--- src/rtl/hdc_pkg.sv ---
// Shared types and constants for the heater duty controller.
// No dependencies; imported by every module of the block.
package hdc_pkg;

   localparam int TEMP_W     = 16;
   localparam int OFFSET_W   = 13;
   localparam int RAMP_W     = 12;
   localparam int DUTY_W     = 8;
   localparam int MODE_W     = 2;
   localparam int CSR_IDX_W  = 3;
   localparam int CSR_DATA_W = 16;
   localparam int ERR_W      = 16;
   localparam int PROD_W     = ERR_W + DUTY_W;
   localparam int DIV_STEPS  = PROD_W;
   localparam int CNT_W      = $clog2(DIV_STEPS);

   localparam logic signed [TEMP_W-1:0] COLD_LIMIT = -16'sd800;

   localparam logic [MODE_W-1:0] MODE_OFF    = 2'd0;
   localparam logic [MODE_W-1:0] MODE_FIXED  = 2'd1;
   localparam logic [MODE_W-1:0] MODE_DEW    = 2'd2;
   localparam logic [MODE_W-1:0] MODE_TARGET = 2'd3;

   localparam logic [CSR_IDX_W-1:0] CSR_MODE       = 3'd0;
   localparam logic [CSR_IDX_W-1:0] CSR_MAX_DUTY   = 3'd1;
   localparam logic [CSR_IDX_W-1:0] CSR_MIN_DUTY   = 3'd2;
   localparam logic [CSR_IDX_W-1:0] CSR_TARGET     = 3'd3;
   localparam logic [CSR_IDX_W-1:0] CSR_DEW_OFFSET = 3'd4;
   localparam logic [CSR_IDX_W-1:0] CSR_RAMP_BAND  = 3'd5;

   typedef enum logic [1:0] {
      LVL_ZERO,
      LVL_MAX,
      LVL_RAMP
   } level_kind_type;

   typedef enum logic [2:0] {
      ST_IDLE,
      ST_PREP,
      ST_MUL,
      ST_DIV,
      ST_DONE
   } state_type;

   typedef struct packed {
      logic                     temp_valid;
      logic signed [TEMP_W-1:0] heater_temp;
      logic                     dew_valid;
      logic signed [TEMP_W-1:0] dew_point;
   } req_type;

   typedef struct packed {
      logic [DUTY_W-1:0] pwm_level;
      logic              pwm_changed;
      logic [MODE_W-1:0] mode_now;
      logic              forced_off;
   } rsp_type;

   typedef struct packed {
      logic load_req;
      logic prep;
      logic mult;
      logic div_step;
      logic out_load;
   } cmd_type;

   typedef struct packed {
      logic out_free;
   } status_type;

endpackage

--- src/rtl/hdc_ctrl.sv ---
// Sequencer for the heater duty controller: request capture, decision,
// multiply, serial divide and result load. Depends on hdc_pkg.
module hdc_ctrl (
   input  logic               clock,
   input  logic               reset,
   input  logic               req_valid,
   output logic               req_stall,
   input  hdc_pkg::status_type status,
   output hdc_pkg::cmd_type    cmd
);
   import hdc_pkg::*;

   state_type          state_ff, state_in;
   logic [CNT_W-1:0]   cnt_ff, cnt_in;

   always_ff @(posedge clock) begin
      if (reset) begin
         state_ff <= ST_IDLE;
         cnt_ff   <= '0;
      end else begin
         state_ff <= state_in;
         cnt_ff   <= cnt_in;
      end
   end

   always_comb begin
      state_in  = state_ff;
      cnt_in    = cnt_ff;
      cmd       = '0;
      req_stall = 1'b1;
      case (state_ff)
         ST_IDLE: begin
            req_stall = 1'b0;
            if (req_valid) begin
               cmd.load_req = 1'b1;
               state_in     = ST_PREP;
            end
         end
         ST_PREP: begin
            cmd.prep = 1'b1;
            state_in = ST_MUL;
         end
         ST_MUL: begin
            cmd.mult = 1'b1;
            cnt_in   = '0;
            state_in = ST_DIV;
         end
         ST_DIV: begin
            cmd.div_step = 1'b1;
            cnt_in       = cnt_ff + CNT_W'(1);
            if (cnt_ff == CNT_W'(DIV_STEPS - 1)) begin
               state_in = ST_DONE;
            end
         end
         ST_DONE: begin
            if (status.out_free) begin
               cmd.out_load = 1'b1;
               state_in     = ST_IDLE;
            end
         end
         default: begin
            state_in = ST_IDLE;
         end
      endcase
   end

endmodule

--- src/rtl/hdc_dp.sv ---
// Datapath for the heater duty controller: control registers, mode and
// sensor decision, multiplier, restoring divider, clamp and output register.
// Depends on hdc_pkg.
module hdc_dp (
   input  logic                              clock,
   input  logic                              reset,
   input  logic                              csr_write_en,
   input  logic [hdc_pkg::CSR_IDX_W-1:0]     csr_index,
   input  logic [hdc_pkg::CSR_DATA_W-1:0]    csr_write_data,
   input  hdc_pkg::req_type                  req_data,
   output logic                              rsp_valid,
   input  logic                              rsp_stall,
   output hdc_pkg::rsp_type                  rsp_data,
   input  hdc_pkg::cmd_type                  cmd,
   output hdc_pkg::status_type               status
);
   import hdc_pkg::*;

   // control registers
   logic [MODE_W-1:0]          mode_req_ff;
   logic [DUTY_W-1:0]          max_duty_ff;
   logic [DUTY_W-1:0]          min_duty_ff;
   logic signed [TEMP_W-1:0]   target_ff;
   logic signed [OFFSET_W-1:0] dew_offset_ff;
   logic [RAMP_W-1:0]          ramp_ff;

   logic                       latch_ff, latch_in;
   logic [DUTY_W-1:0]          last_level_ff;
   req_type                    req_ff;

   level_kind_type             kind_ff, kind_in;
   logic [MODE_W-1:0]          mode_now_ff, mode_now_in;
   logic [ERR_W-1:0]           err_ff, err_in;
   logic                       span_neg_ff, span_neg_in;
   logic [DUTY_W-1:0]          span_mag_ff, span_mag_in;

   logic [PROD_W-1:0]          quot_ff, quot_in;
   logic [RAMP_W-1:0]          rem_ff, rem_in;

   logic                       rsp_valid_ff;
   rsp_type                    rsp_ff, rsp_in;

   // decision signals
   logic [MODE_W-1:0]          mode_eff;
   logic                       t_ok;
   logic                       missing;
   logic signed [TEMP_W:0]     target_sel;
   logic signed [TEMP_W:0]     temp_x;
   logic signed [TEMP_W+1:0]   err_full;

   // divider signals
   logic [RAMP_W:0]            shifted;

   // level signals
   logic signed [PROD_W+1:0]   q_signed;
   logic signed [PROD_W+1:0]   sum;
   logic [DUTY_W-1:0]          ramp_level;
   logic [DUTY_W-1:0]          level;

   always_ff @(posedge clock) begin
      if (reset) begin
         mode_req_ff   <= MODE_OFF;
         max_duty_ff   <= '0;
         min_duty_ff   <= '0;
         target_ff     <= '0;
         dew_offset_ff <= '0;
         ramp_ff       <= '0;
      end else if (csr_write_en) begin
         case (csr_index)
            CSR_MODE:       mode_req_ff   <= csr_write_data[MODE_W-1:0];
            CSR_MAX_DUTY:   max_duty_ff   <= csr_write_data[DUTY_W-1:0];
            CSR_MIN_DUTY:   min_duty_ff   <= csr_write_data[DUTY_W-1:0];
            CSR_TARGET:     target_ff     <= $signed(csr_write_data[TEMP_W-1:0]);
            CSR_DEW_OFFSET: dew_offset_ff <= $signed(csr_write_data[OFFSET_W-1:0]);
            CSR_RAMP_BAND:  ramp_ff       <= csr_write_data[RAMP_W-1:0];
            default: begin
            end
         endcase
      end
   end

   // decision
   always_comb begin
      mode_eff    = latch_ff ? MODE_OFF : mode_req_ff;
      t_ok        = req_ff.temp_valid && (req_ff.heater_temp >= COLD_LIMIT);
      missing     = ((mode_eff == MODE_DEW) || (mode_eff == MODE_TARGET)) &&
                    (!t_ok || ((mode_eff == MODE_DEW) && !req_ff.dew_valid));
      temp_x      = (TEMP_W+1)'(req_ff.heater_temp);
      if (mode_eff == MODE_TARGET) begin
         target_sel = (TEMP_W+1)'(target_ff);
      end else begin
         target_sel = (TEMP_W+1)'(req_ff.dew_point) + (TEMP_W+1)'(dew_offset_ff);
      end
      err_full    = (TEMP_W+2)'(target_sel) - (TEMP_W+2)'(temp_x);
      err_in      = err_full[ERR_W-1:0];
      span_neg_in = min_duty_ff > max_duty_ff;
      span_mag_in = span_neg_in ? (min_duty_ff - max_duty_ff)
                                : (max_duty_ff - min_duty_ff);
      mode_now_in = missing ? MODE_OFF : mode_eff;
      latch_in    = latch_ff | missing;
      if (mode_eff == MODE_FIXED) begin
         kind_in = LVL_MAX;
      end else if (mode_eff == MODE_OFF || missing || temp_x >= target_sel) begin
         kind_in = LVL_ZERO;
      end else if (ramp_ff == '0) begin
         kind_in = LVL_MAX;
      end else begin
         kind_in = LVL_RAMP;
      end
   end

   always_ff @(posedge clock) begin
      if (reset) begin
         latch_ff <= 1'b0;
      end else if (csr_write_en && csr_index == CSR_MODE) begin
         latch_ff <= 1'b0;
      end else if (cmd.prep) begin
         latch_ff <= latch_in;
      end
   end

   always_ff @(posedge clock) begin
      if (cmd.load_req) begin
         req_ff <= req_data;
      end
      if (cmd.prep) begin
         kind_ff     <= kind_in;
         mode_now_ff <= mode_now_in;
         err_ff      <= err_in;
         span_neg_ff <= span_neg_in;
         span_mag_ff <= span_mag_in;
      end
      quot_ff <= quot_in;
      rem_ff  <= rem_in;
   end

   // multiply, then restoring divide one quotient bit per cycle
   always_comb begin
      quot_in = quot_ff;
      rem_in  = rem_ff;
      shifted = {rem_ff, quot_ff[PROD_W-1]};
      if (cmd.mult) begin
         quot_in = PROD_W'(err_ff) * PROD_W'(span_mag_ff);
         rem_in  = '0;
      end else if (cmd.div_step) begin
         if (shifted >= {1'b0, ramp_ff}) begin
            rem_in  = RAMP_W'(shifted - {1'b0, ramp_ff});
            quot_in = {quot_ff[PROD_W-2:0], 1'b1};
         end else begin
            rem_in  = shifted[RAMP_W-1:0];
            quot_in = {quot_ff[PROD_W-2:0], 1'b0};
         end
      end
   end

   // level and clamp
   always_comb begin
      q_signed = $signed({2'b00, quot_ff});
      if (span_neg_ff) begin
         q_signed = -q_signed;
      end
      sum = $signed({{(PROD_W+2-DUTY_W){1'b0}}, min_duty_ff}) + q_signed;
      if (sum < 0) begin
         ramp_level = '0;
      end else if (sum > $signed((PROD_W+2)'(255))) begin
         ramp_level = '1;
      end else begin
         ramp_level = sum[DUTY_W-1:0];
      end
      case (kind_ff)
         LVL_ZERO: level = '0;
         LVL_MAX:  level = max_duty_ff;
         LVL_RAMP: level = ramp_level;
         default:  level = '0;
      endcase
      rsp_in.pwm_level   = level;
      rsp_in.pwm_changed = level != last_level_ff;
      rsp_in.mode_now    = mode_now_ff;
      rsp_in.forced_off  = latch_ff;
   end

   always_ff @(posedge clock) begin
      if (reset) begin
         rsp_valid_ff  <= 1'b0;
         last_level_ff <= '0;
      end else if (cmd.out_load) begin
         rsp_valid_ff  <= 1'b1;
         last_level_ff <= level;
      end else if (!rsp_stall) begin
         rsp_valid_ff  <= 1'b0;
      end
   end

   always_ff @(posedge clock) begin
      if (cmd.out_load) begin
         rsp_ff <= rsp_in;
      end
   end

   assign status.out_free = !rsp_valid_ff || !rsp_stall;
   assign rsp_valid       = rsp_valid_ff;
   assign rsp_data        = rsp_ff;

endmodule

--- src/rtl/heater_duty_controller_top.sv ---
// Heater duty controller top level: sequencer plus datapath.
// Depends on hdc_pkg, hdc_ctrl and hdc_dp.
//
// Usage:
//   csr_*: plain write port, one register per cycle with csr_write_en high.
//     Index 0 mode, 1 max duty, 2 min duty, 3 target temperature,
//     4 dewpoint offset, 5 ramp band; other indexes are ignored. Writing
//     the mode register clears a sensor-loss off latch. Write only while
//     the block is idle.
//   req_*: one sensor request per control tick, taken when req_valid is
//     high and req_stall low. req_stall stays high while a request is
//     being worked on.
//   rsp_*: one result per request, held in an output register until taken
//     (rsp_valid high, rsp_stall low).
// Sequence: after the accepting edge come decision, multiply, the
// bit-serial divider and the result load, which sets rsp_valid.
// The next request is taken only after the result load.
// A new request is taken while the previous result is still waiting; if
// the receiver stalls, the next result waits in the sequencer until the
// output register frees up.
// Reset (synchronous): control registers, last level and off latch cleared.
module heater_duty_controller_top (
   input  logic                           clock,
   input  logic                           reset,
   input  logic                           csr_write_en,
   input  logic [hdc_pkg::CSR_IDX_W-1:0]  csr_index,
   input  logic [hdc_pkg::CSR_DATA_W-1:0] csr_write_data,
   input  logic                           req_valid,
   output logic                           req_stall,
   input  hdc_pkg::req_type               req_data,
   output logic                           rsp_valid,
   input  logic                           rsp_stall,
   output hdc_pkg::rsp_type               rsp_data
);
   import hdc_pkg::*;

   cmd_type    cmd;
   status_type status;

   hdc_ctrl u_ctrl (
      .clock     (clock),
      .reset     (reset),
      .req_valid (req_valid),
      .req_stall (req_stall),
      .status    (status),
      .cmd       (cmd)
   );

   hdc_dp u_dp (
      .clock          (clock),
      .reset          (reset),
      .csr_write_en   (csr_write_en),
      .csr_index      (csr_index),
      .csr_write_data (csr_write_data),
      .req_data       (req_data),
      .rsp_valid      (rsp_valid),
      .rsp_stall      (rsp_stall),
      .rsp_data       (rsp_data),
      .cmd            (cmd),
      .status         (status)
   );

endmodule
--- config.mk ---
export PLATFORM = sky130hd
export DESIGN_NAME = heater_duty_controller_top
export DESIGN_NICKNAME = d
export VERILOG_FILES = /design/src/rtl/hdc_pkg.sv /design/src/rtl/hdc_ctrl.sv /design/src/rtl/hdc_dp.sv /design/src/rtl/heater_duty_controller_top.sv
export SDC_FILE = /design/constraint.sdc
export NUM_CORES = 1
export LEC_CHECK = 0
export BUFFER_PORTS_ARGS = -buffer_cell sky130_fd_sc_hd__buf_2
export CAP_MARGIN = 20
export CORE_UTILIZATION = 35
export DETAILED_ROUTE_END_ITERATION = 7
export GPL_ROUTABILITY_DRIVEN = 0
export SLEW_MARGIN = 20
export SYNTH_ARGS = -nofsm -noshare
export SYNTH_HDL_FRONTEND = slang
export SYNTH_SLANG_ARGS = --single-unit
export TNS_END_PERCENT = 100
--- constraint.sdc ---
create_clock -name clock -period 9.9 [get_ports clock]
set_input_delay 1.98 -clock clock [delete_from_list [all_inputs] [get_ports clock]]
set_output_delay 1.98 -clock clock [all_outputs]
set_load 0.1 [all_outputs]
==> impl_results.html <==
<table>
<tr><th>Metric</th><th>Value</th></tr>
<tr><th colspan="2">Synth</th></tr>
<tr><td>Post-synth cell types</td><td>74</td></tr>
<tr><td>Number of enable flip-flop cells after synthesis</td><td>99</td></tr>
<tr><td>Cell area after technology mapping</td><td>roughly 0.016 mm2</td></tr>
<tr><td>Post-Synthesis Cells</td><td>around 1.8k</td></tr>
<tr><td>Synthesized net count</td><td>between 2k and 2.5k</td></tr>
<tr><td>Sequential-to-total area share from yosys stat</td><td>0.305</td></tr>
<tr><td>Fraction of registers with async set/reset</td><td>0</td></tr>
<tr><td>#FFs+latches synth</td><td>about 190</td></tr>
<tr><td>Flip-flop cell with the highest count after synthesis</td><td>edfxtp_1</td></tr>
<tr><td>Synth Area per Inst</td><td>between 8 and 9 um2</td></tr>
<tr><td>Number of warnings printed during yosys synthesis</td><td>0</td></tr>
<tr><th colspan="2">Min path</th></tr>
<tr><td>Hold Path Sink</td><td>u_dp.target_ff[11]</td></tr>
<tr><td>Hold path start</td><td>u_dp.target_ff[11]</td></tr>
<tr><td>Type of the tightest min-delay check</td><td>flop to flop</td></tr>
<tr><td>Hold Crit Depth</td><td>2</td></tr>
<tr><th colspan="2">STA</th></tr>
<tr><td>Max Fclk</td><td>between 0.15 and 0.2 GHz</td></tr>
<tr><td>Final worst path period share</td><td>0.624</td></tr>
<tr><td>Tightest Pin Transition</td><td>1.06 ns</td></tr>
<tr><td>Total Negative Setup Slacks</td><td>0 ns</td></tr>
<tr><td>Unrepaired setup endpoints after global routing</td><td>false</td></tr>
<tr><td>Period minus WS final</td><td>6.18 ns</td></tr>
<tr><td>Clock skew</td><td>between 0.015 and 0.02 ns</td></tr>
<tr><td>Number of pins with negative max-slew slack in the final report</td><td>0</td></tr>
<tr><td>Slew Limit Headroom</td><td>0.294</td></tr>
<tr><td>Count of endpoints failing hold in the final timing report</td><td>0</td></tr>
<tr><td>Final-report setup violation count</td><td>0</td></tr>
<tr><th colspan="2">Placed design</th></tr>
<tr><td>Port Buf Inserts</td><td>roughly 70</td></tr>
<tr><td>Final HPWL from detailed placement</td><td>~30000 um</td></tr>
<tr><th colspan="2">CTS</th></tr>
<tr><td>TritonCTS Buffers</td><td>17</td></tr>
<tr><td>Number of instances resized during post-cts repair</td><td>0</td></tr>
<tr><td>Clock latency on the worst-skew pair</td><td>approximately 0.47 ns</td></tr>
<tr><td>Clk slew on worst S/H paths</td><td>0.08 ns</td></tr>
<tr><td>Count of clock tree sinks</td><td>roughly 190</td></tr>
<tr><td>Maximum buffer depth of the clock tree</td><td>2</td></tr>
<tr><td>CTS tree</td><td>built</td></tr>
<tr><td>Number of post-CTS setup repair buffers</td><td>0</td></tr>
<tr><td>Hold Buf Count CTS</td><td>0</td></tr>
<tr><td>Library cell used as clock root buffer</td><td>clkbuf_16</td></tr>
<tr><td>H-Tree Depth</td><td>4</td></tr>
<tr><th colspan="2">GRT</th></tr>
<tr><td>Global routing usage summed across all routing layers</td><td>0.173</td></tr>
<tr><td>Wire length of the first global-routing pass</td><td>~62000 um</td></tr>
<tr><td>Initial antenna violation count</td><td>0</td></tr>
<tr><td>Pin count of the biggest net entering global routing</td><td>78</td></tr>
<tr><td>Total overflow reported by the global router</td><td>0</td></tr>
<tr><td>Number of global-route vias before repair</td><td>12.1k</td></tr>
<tr><th colspan="2">Route</th></tr>
<tr><td>Routed len/inst</td><td>between 15 and 20 um</td></tr>
<tr><td>ANT nets after route</td><td>0</td></tr>
<tr><td>Vias per cell</td><td>5.21</td></tr>
<tr><td>Drc violations</td><td>0</td></tr>
<tr><td>Sum of routed wire length over all layers</td><td>roughly 38000 um</td></tr>
<tr><td>Router iterations before antenna repair</td><td>6</td></tr>
<tr><td>Met2 Wirelength</td><td>roughly 18000 um</td></tr>
<tr><td>Highest metal layer used by the detailed router</td><td>met4</td></tr>
<tr><td>Routed length on met3</td><td>between 1000 and 1500 um</td></tr>
<tr><td>WL met1</td><td>around 17000 um</td></tr>
<tr><td>Via count</td><td>approximately 12k</td></tr>
<tr><td>Iteration-0 DRC Markers</td><td>about 720</td></tr>
<tr><th colspan="2">Critical path</th></tr>
<tr><td>Critical path launch point type</td><td>flop</td></tr>
<tr><td>Category of the critical setup timing path</td><td>flop to flop</td></tr>
<tr><td>RR Endpoint</td><td>u_dp.quot_ff[22]</td></tr>
<tr><td>Setup slack of the most critical reg-to-reg path</td><td>3.72 ns</td></tr>
<tr><td>Path depth of the worst reg2reg path</td><td>18</td></tr>
<tr><td>Reg-to-reg critical path startpoint</td><td>u_dp.span_mag_ff[3]</td></tr>
<tr><td>Endpoint kind of the worst setup timing path</td><td>flop</td></tr>
<tr><td>Required @ worst endpoint</td><td>between 10 and 15 ns</td></tr>
<tr><td>Max FO, Critical Path</td><td>16</td></tr>
<tr><td>Data arrival time of the critical path</td><td>6.39 ns</td></tr>
<tr><th colspan="2">Floorplan</th></tr>
<tr><td>Die outline area</td><td>0.0454 mm2</td></tr>
<tr><td>Top Ports</td><td>around 70</td></tr>
<tr><td>Placeable Area</td><td>roughly 0.044 mm2</td></tr>
<tr><td>Starting Density</td><td>0.358</td></tr>
<tr><td>Row count</td><td>76</td></tr>
<tr><td>Die outline width</td><td>approximately 210 um</td></tr>
<tr><td>Vertical die dimension</td><td>roughly 210 um</td></tr>
<tr><th colspan="2">Power and ir drop</th></tr>
<tr><td>Areal power density over the cells</td><td>233 mW/mm2</td></tr>
<tr><td>Static power due to leakage</td><td>approximately 7.2 nW</td></tr>
<tr><td>Highest ir drop seen on vdd</td><td>0.226 mV</td></tr>
<tr><td>Total design power</td><td>about 4.0 mW</td></tr>
<tr><th colspan="2">Finish</th></tr>
<tr><td>Count of antenna diodes in the layout</td><td>0</td></tr>
<tr><td># nets final</td><td>roughly 2.1k</td></tr>
<tr><td>Most common cell after layout, fill and taps aside</td><td>nand2_1</td></tr>
<tr><td>Share of final-layout standard cells stronger than drive strength 1</td><td>0.0790</td></tr>
<tr><td>Final-layout fill cell count</td><td>between 4k and 5k</td></tr>
<tr><td>Final Core Density</td><td>0.393</td></tr>
<tr><td>Commonest cells after routing, fill and taps aside</td><td>257 x nand2_1, 191 x inv_1, 132 x ha_1</td></tr>
<tr><td>Area growth syn-to-layout</td><td>9.88%</td></tr>
<tr><th colspan="2">Run</th></tr>
<tr><td>Max-cap viol count</td><td>0</td></tr>
<tr><th colspan="2">Outcome</th></tr>
<tr><td>Run status</td><td>complete, no violations</td></tr>
</table>
==> kinds of logic after synthesis <==
family / count (synthesis) / synth area share
AOI/OAI and AO/OA: 367 / 0.153
xor gates and xnor gates: 86 / 0.0483
adders and majority gates: 222 / 0.221
buffers and inverters: 255 / 0.0620
DFF: 188 / 0.305
muxes: 31 / 0.0210
and+or+nand+nor: 613 / 0.190
==> worst max-delay path by stage <==
stage | start | to | cells past startpoint
after global placement | u_dp.span_mag_ff[4] | u_dp.quot_ff[22] | 18
after global routing | u_dp.span_mag_ff[4] | u_dp.quot_ff[22] | 18
after CTS | u_dp.span_mag_ff[4] | u_dp.quot_ff[22] | 18
after detailed placement | u_dp.span_mag_ff[4] | u_dp.quot_ff[22] | 18
after floorplan | u_dp.span_mag_ff[3] | u_dp.quot_ff[22] | 19
final | u_dp.span_mag_ff[3] | u_dp.quot_ff[22] | 18
==> synth_stat cells, types with 8 or more instances <==
cell / number / area share
or3_1: 9 / 0.0036
nand4_1: 17 / 0.0068
a31oi_1: 18 / 0.0072
edfxtp_1: 99 / 0.19
o21bai_1: 8 / 0.0039
xnor2_1: 55 / 0.031
and2_1: 64 / 0.026
xor2_1: 31 / 0.017
a21o_1: 19 / 0.0091
inv_1: 191 / 0.046
or2_2: 10 / 0.0040
ha_1: 132 / 0.11
nand3_1: 47 / 0.015
o41ai_1: 9 / 0.0051
nor3_1: 41 / 0.013
nand2b_1: 20 / 0.0080
o22ai_1: 9 / 0.0036
nor4_1: 12 / 0.0048
dfxtp_1: 89 / 0.11
or4_1: 9 / 0.0043
o21ai_0: 73 / 0.023
clkbuf_1: 55 / 0.013
nor2_1: 74 / 0.018
fa_1: 90 / 0.12
a22o_1: 9 / 0.0051
mux2i_1: 17 / 0.011
and3_1: 14 / 0.0056
nand2_1: 257 / 0.062
o31ai_1: 14 / 0.0067
mux2_2: 14 / 0.010
nor2b_1: 24 / 0.0096
a221o_1: 9 / 0.0058
a211oi_1: 8 / 0.0039
a21oi_1: 116 / 0.037
==> sequential cells by signal, summed over array words and instances, names as in the netlist, 12 cells and up <==
name,cells
u_dp.target_ff,16
u_dp.rem_ff,12
u_dp.quot_ff,24
u_dp.req_ff,34
u_dp.err_ff,16
u_dp.ramp_ff,12
u_dp.rsp_data,12
u_dp.dew_offset_ff,13
==> per-stage QoR <==
| step | setup slack [ns] | area, um2 | cells | hold slack (ns) |
|---|---|---|---|---|
| floorplan | 4.40 | 15600 | 1762 | 0.400 |
| global placement | 3.88 | 16500 | 2364 | 0.437 |
| detailed placement | 3.78 | 16500 | 2364 | 0.443 |
| CTS | 3.75 | 17100 | 2396 | 0.455 |
| global route | 3.40 | 17100 | 2396 | 0.471 |
| finish | 3.72 | 17100 | 2396 | 0.453 |
==> layer usage <==
metal  GRT usage  vias up
met2       0.291      259
met5           0        -
met3      0.0234       40
met4      0.0576        0
met1       0.227     6000
li1            -     6192
==> worst max-delay path: stages (launching register included) <==
cell	delay [ns]
edfxtp_1	0.62
and2_1	0.26
fa_1	0.42
fa_1	0.54
inv_1	0.05
fa_1	0.47
fa_1	0.55
inv_1	0.04
ha_1	0.34
and2_1	0.18
a311o_1	0.34
o311ai_0	0.37
o21ai_0	0.27
o311ai_0	0.56
a31oi_1	0.27
nand2b_1	0.21
a31oi_1	0.20
xor2_1	0.16
o21ai_0	0.08
==> final cells by class <==
cell class                      count  area [um2]  share of cell area
Sequential cell                   188        4750               0.278
Timing Repair Buffer               80         423              0.0247
Clock buffer                       17         425              0.0248
Inverter                          192         721              0.0421
Tap cell                          585         732              0.0427
Multi-Input combinational cell   1319        9890               0.577
Clock inverter                     15         188              0.0110
==> power breakdown <==
part	switching [mW]	internal [mW]	leakage [nW]
Clock	0.363	0.346	0.297
Combinational	1.31	0.929	5.22
Sequential	0.114	0.926	1.65
Total	1.79	2.20	7.17
No activity file was read; power rests on OpenSTA's default activity.
